==> src/hw/rtl/espool_pkg.sv <==
`timescale 1ns / 1ps
`default_nettype none

package espool_pkg;

  // Default sizes handed to the top level.
  localparam int POOL_SLOTS_DEF   = 256;
  localparam int FAMILY_COUNT_DEF = 16;
  localparam int MAX_REPORT_DEF   = 64;

  // Operation codes.
  localparam logic [2:0] OP_CREATE     = 3'd0;
  localparam logic [2:0] OP_FIND       = 3'd1;
  localparam logic [2:0] OP_REMOVE     = 3'd2;
  localparam logic [2:0] OP_REMOVE_ALL = 3'd3;
  localparam logic [2:0] OP_QUERY      = 3'd4;
  localparam logic [2:0] OP_SET_COMP   = 3'd5;

  // Result status codes.
  localparam logic [1:0] ST_OK       = 2'd0;
  localparam logic [1:0] ST_FULL     = 2'd1;
  localparam logic [1:0] ST_NO_MATCH = 2'd2;

  // One input transaction.
  typedef struct packed {
    logic [2:0]  opcode;
    logic [7:0]  slot_index;
    logic [31:0] search_guid;
    logic [15:0] required_mask;
    logic [6:0]  report_limit;
    logic [3:0]  family_index;
    logic        family_present;
  } in_item_t;

  // One result transaction.
  typedef struct packed {
    logic [1:0]  status;
    logic [7:0]  result_slot;
    logic [31:0] result_guid;
    logic [6:0]  match_count;
    logic        last_result;
  } out_item_t;

  // Controller states.
  typedef enum logic [2:0] {
    S_CLEAR,
    S_IDLE,
    S_SEEK,
    S_QUERY,
    S_QLAST,
    S_RMW_RD,
    S_RMW_WR,
    S_WIPE
  } state_t;

  // What the datapath places in the result register.
  typedef enum logic [1:0] {
    EMIT_NOP,
    EMIT_HIT,
    EMIT_PEND,
    EMIT_NONE
  } emit_t;

  // Commands from controller to datapath.
  typedef struct packed {
    logic  load;
    logic  wipe;
    logic  scan;
    logic  rmw_rd;
    logic  commit;
    logic  qhit;
    emit_t emit;
    logic  emit_last;
  } ctl_cmd_t;

  // Status from datapath to controller.
  typedef struct packed {
    logic hit;
    logic last_slot;
    logic ctr_last;
    logic pend;
    logic lim_hit;
  } dp_stat_t;

endpackage

`default_nettype wire

==> src/hw/rtl/espool_ctrl.sv <==
`timescale 1ns / 1ps
`default_nettype none

module espool_ctrl (
  input  wire logic                 clk,
  input  wire logic                 rst_n,
  input  wire logic                 start,
  input  wire logic [2:0]           opcode,
  input  wire espool_pkg::dp_stat_t stat,
  output logic                      busy,
  output espool_pkg::ctl_cmd_t      cmd
);

  espool_pkg::state_t state_r;
  espool_pkg::state_t state_nxt;

  always_ff @(posedge clk) begin
    if (!rst_n) begin
      state_r <= espool_pkg::S_CLEAR;
    end else begin
      state_r <= state_nxt;
    end
  end

  // Next state.
  always_comb begin
    state_nxt = state_r;
    unique case (state_r)
      espool_pkg::S_CLEAR: begin
        if (stat.ctr_last) state_nxt = espool_pkg::S_IDLE;
      end
      espool_pkg::S_IDLE: begin
        if (start) begin
          case (opcode)
            espool_pkg::OP_CREATE, espool_pkg::OP_FIND: state_nxt = espool_pkg::S_SEEK;
            espool_pkg::OP_QUERY:                       state_nxt = espool_pkg::S_QUERY;
            espool_pkg::OP_REMOVE, espool_pkg::OP_SET_COMP: begin
              state_nxt = espool_pkg::S_RMW_RD;
            end
            espool_pkg::OP_REMOVE_ALL:                  state_nxt = espool_pkg::S_WIPE;
            default:                                    state_nxt = espool_pkg::S_QLAST;
          endcase
        end
      end
      espool_pkg::S_SEEK: begin
        if (stat.hit || stat.last_slot) state_nxt = espool_pkg::S_IDLE;
      end
      espool_pkg::S_QUERY: begin
        if (stat.hit) begin
          if (stat.lim_hit || stat.last_slot) state_nxt = espool_pkg::S_QLAST;
        end else if (stat.last_slot) begin
          state_nxt = stat.pend ? espool_pkg::S_QLAST : espool_pkg::S_IDLE;
        end
      end
      espool_pkg::S_QLAST:  state_nxt = espool_pkg::S_IDLE;
      espool_pkg::S_RMW_RD: state_nxt = espool_pkg::S_RMW_WR;
      espool_pkg::S_RMW_WR: state_nxt = espool_pkg::S_IDLE;
      espool_pkg::S_WIPE: begin
        if (stat.ctr_last) state_nxt = espool_pkg::S_QLAST;
      end
      default: state_nxt = espool_pkg::S_IDLE;
    endcase
  end

  // Commands to the datapath.
  always_comb begin
    cmd  = '0;
    busy = 1'b1;
    unique case (state_r)
      espool_pkg::S_CLEAR: cmd.wipe = 1'b1;
      espool_pkg::S_IDLE: begin
        busy     = 1'b0;
        cmd.load = start;
      end
      espool_pkg::S_SEEK: begin
        cmd.scan = 1'b1;
        if (stat.hit) begin
          cmd.commit = 1'b1;
          cmd.emit   = espool_pkg::EMIT_HIT;
        end else if (stat.last_slot) begin
          cmd.emit = espool_pkg::EMIT_NONE;
        end
      end
      espool_pkg::S_QUERY: begin
        cmd.scan = 1'b1;
        if (stat.hit) begin
          cmd.qhit = 1'b1;
          if (stat.pend) cmd.emit = espool_pkg::EMIT_PEND;
        end else if (stat.last_slot && !stat.pend) begin
          cmd.emit = espool_pkg::EMIT_NONE;
        end
      end
      espool_pkg::S_QLAST: begin
        // Last pending match of a query, or the single reply of remove all and of unknown opcodes.
        if (stat.pend) begin
          cmd.emit      = espool_pkg::EMIT_PEND;
          cmd.emit_last = 1'b1;
        end else begin
          cmd.emit = espool_pkg::EMIT_NONE;
        end
      end
      espool_pkg::S_RMW_RD: cmd.rmw_rd = 1'b1;
      espool_pkg::S_RMW_WR: begin
        if (stat.hit) begin
          cmd.commit = 1'b1;
          cmd.emit   = espool_pkg::EMIT_HIT;
        end else begin
          cmd.emit = espool_pkg::EMIT_NONE;
        end
      end
      espool_pkg::S_WIPE: cmd.wipe = 1'b1;
      default: cmd = '0;
    endcase
  end

endmodule

`default_nettype wire

==> config.mk <==
export PLATFORM = sky130hd
export DESIGN_NAME = espool_ctrl
export DESIGN_NICKNAME = d
export VERILOG_FILES = /design/src/hw/rtl/espool_pkg.sv /design/src/hw/rtl/espool_ctrl.sv
export SDC_FILE = /design/constraint.sdc
export NUM_CORES = 1
export LEC_CHECK = 0
export BUFFER_PORTS_ARGS = -buffer_cell sky130_fd_sc_hd__clkbuf_2
export CORE_AREA = 2 2 39 41
export DETAILED_ROUTE_END_ITERATION = 12
export DIE_AREA = 0 0 41 43
export GPL_TIMING_DRIVEN = 1
export HOLD_SLACK_MARGIN = 0.03
export PLACE_DENSITY = 0.64
export SYNTH_ARGS = -nofsm -noshare
export SYNTH_HDL_FRONTEND = slang
export SYNTH_SLANG_ARGS = --single-unit
==> constraint.sdc <==
create_clock -name clk -period 2.2 [get_ports clk]
set_clock_uncertainty 0.2 [all_clocks]
set_input_delay 0 -clock clk [delete_from_list [all_inputs] [get_ports clk]]
set_output_delay 0 -clock clk [all_outputs]
set_load 0.05 [all_outputs]
==> out/metrics.yaml <==
fmax_mhz: 582
synth_cell_types: 28
tns_ns: 0
crit_chain: "buf_4 > nand2_1 > nor2_1 > a21oi_1 > o21ai_1 > clkbuf_2"
design_area_um2: 543
root_buffer: "clkbuf_4"
yosysWarnings: 0
r2r_slack_ns: 0.53
area_growth_pct: 44.2
crit_buf_inv: 2
grt_max_degree: 17
hpwl_um: 759
total_power_uw: 329
netlist_area_um2: 377
antenna_found_initial: 0
synth_top_area_share: 0.159
die-area_mm2: 0.00176
grt_pass1_wl_mm: 1.82
period_needed_ns: 1.72
clkLatencyLatePin_ns: 0.23
path_clk_slew_ns: 0.03
die_y_um: 43
p_leak_nw: 0.261
nFillCells: 154
totalWireLength_um: 998
numCtsBuffers: 3
antenna_cells: 0
cts_num_sinks: 3
htreeDepth: 1
layout-drive-gt1-share: 0.346
avgSynthCellArea_um2: 6.61
dpl-instance-area_um2: 497
worstPathMaxFanout: 8
rr_endpoint: "state_r[0]"
required_ns: 2.00
grt_pass1_vias: 435
chipWidth_um: 41
ys_seq_area_frac: 0.159
final_util: 0.392
drc: 0
finalNonFillerCells: 97
port-buffer-count: 20
fin_crit_sh: 0.782
cts_buffer_depth: 2
p_per_area_mw_per_mm2: 606
cp_slowest_cell: "dfxtp_1"
critPathLaunch: "state_r[1]"
worstPathArrival_ns: 1.52
drt_iter0_markers: 15
synthesis.nets: 69
top_regs: "state_r (3)"
rows: 14
rr_worst_depth: 4
cp_top_family: "buffers and inverters"
routabilityCongestion: 0.765
regMostFlops: "state_r"
cp-start-kind: "flip-flop"
synth-main-ff-cell: "dfxtp_1"
rsz0062_at_grt: "no"
syn_inst: 57
crit_path_end_kind: "output pin"
max_slew_margin: 0.733
largest_reg_flops: 3
avgRoutedWirePerCell_um: 10.3
ir_drop_uv: 430
outcome: "finished clean"
ys_ff_latch: 3
maxSlewViolCount: 0
hp-class: "in -> reg"
start_util: 0.272
post-cts-setup-buffer-count: 0
yosysMostFrequentCell: "nand2_1"
cap_violations: 0
async_flop_share: 0
yosys.area.top_type: "dfxtp_1"
io_pins: 21
fin_nets: 94
cp-endpoint: "cmd[2]"
dp.cells: 91
synth_commonest_cells: "nand2_1 (9), nor2_1 (7), a21oi_1 (5)"
track_usage: 0.150
cts_tree: "done"
hold_violations: 0
ant_nets: 0
routed-via-count: 490
cts_hold_buf: 2
core-area_mm2: 0.00138
grt-ovfl-total: 0
path_class: "reg -> out"
setup_viol: 0
r2r_start: "state_r[2]"
vias_per_cell: 5.05
tightest_slew_ns: 0.400
post_cts_resized: 0
synth_edf_count: 0
synth_area_leaders: "dfxtp_1 (16%), nand2_1 (9.0%), mux2i_1 (8.0%), nor2_1 (7.0%), a21oi_1 (6.6%)"
path_depth: 6
slowest_delay_ns: 0.48
drt_pass1_iterations: 6
[kinds of logic after synthesis]
kind of cell,count (synthesis),synth area share
AND/OR/NAND/NOR,27,0.339
AO/OA/AOI/OAI,16,0.312
buffers and inverters,7,0.0764
multiplexers,3,0.0797
flip-flops,3,0.159
adder cells (fa/ha/maj),1,0.0332
[final cells by class]
class                   instances  area (um^2)  share of cell area
well taps                      16         20.0              0.0369
flip-flops and latches          3         60.1               0.111
repair buffers                 24          135               0.249
multi-input cells              47          290               0.535
clock buffers                   4         26.3              0.0484
inverters                       3         11.3              0.0207
[power breakdown]
group	leakage, nW	internal, mW	switching, mW
Clock	0.0150	0.0680	0.0292
Combinational	0.221	0.0521	0.109
Sequential	0.0247	0.0603	0.0104
[worst reg2reg max path: stages, from the launching register on]
cell and delay [ns]:
dfxtp_1 0.42, nand2b_1 0.27, a211o_1 0.32, o31a_1 0.11, o221a_1 0.24
[cells in the final DEF, fill, tap and decap left out, types with 2 or more instances in the layout]
| master | count |
|---|---|
| mux2i_1 | 3 |
| and3_1 | 2 |
| buf_4 | 2 |
| dlygate4sd3_1 | 2 |
| o31ai_1 | 2 |
| a21oi_1 | 5 |
| nand2b_1 | 2 |
| nand2_1 | 9 |
| nand3_1 | 3 |
| nor2_1 | 6 |
| inv_1 | 2 |
| clkbuf_2 | 20 |
| clkbuf_4 | 3 |
| dfxtp_1 | 3 |
[metrics by stage]
| stage | hold slack, ns | setup WS, ns |
|---|---|---|
| after CTS | 0.0321 | 0.467 |
| after detailed placement | 0.103 | 0.524 |
| final | 0.0295 | 0.480 |
| after global routing | 0.0888 | 0.345 |
| after floorplan | -0.0581 | 0.206 |
| after global placement | 0.0863 | 0.590 |
[layer usage]
layer / part of all wire / vias up / wire (um) / GRT usage
met5: 0 / - / 0 / 0
met2: 0.45 / 18 / 448 / 0.209
met1: 0.48 / 216 / 482 / 0.206
li1: - / 256 / - / -
met4: 0 / 0 / 0 / 0.0400
met3: 0.067 / 0 / 67 / 0.0628
[worst min path at each step]
stage | startpoint | depth (start not counted) | endpoint | slack [ns]
3_5_place_dp | rst_n | 2 | state_r[0] | 0.10
2_1_floorplan | rst_n | 1 | state_r[0] | -0.06
6_report | opcode[0] | 4 | state_r[1] | 0.03
4_1_cts | opcode[0] | 4 | state_r[1] | 0.03
5_1_grt | opcode[0] | 4 | state_r[1] | 0.09
3_3_place_gp | rst_n | 2 | state_r[0] | 0.09
Power figures use the tool's default switching activity.
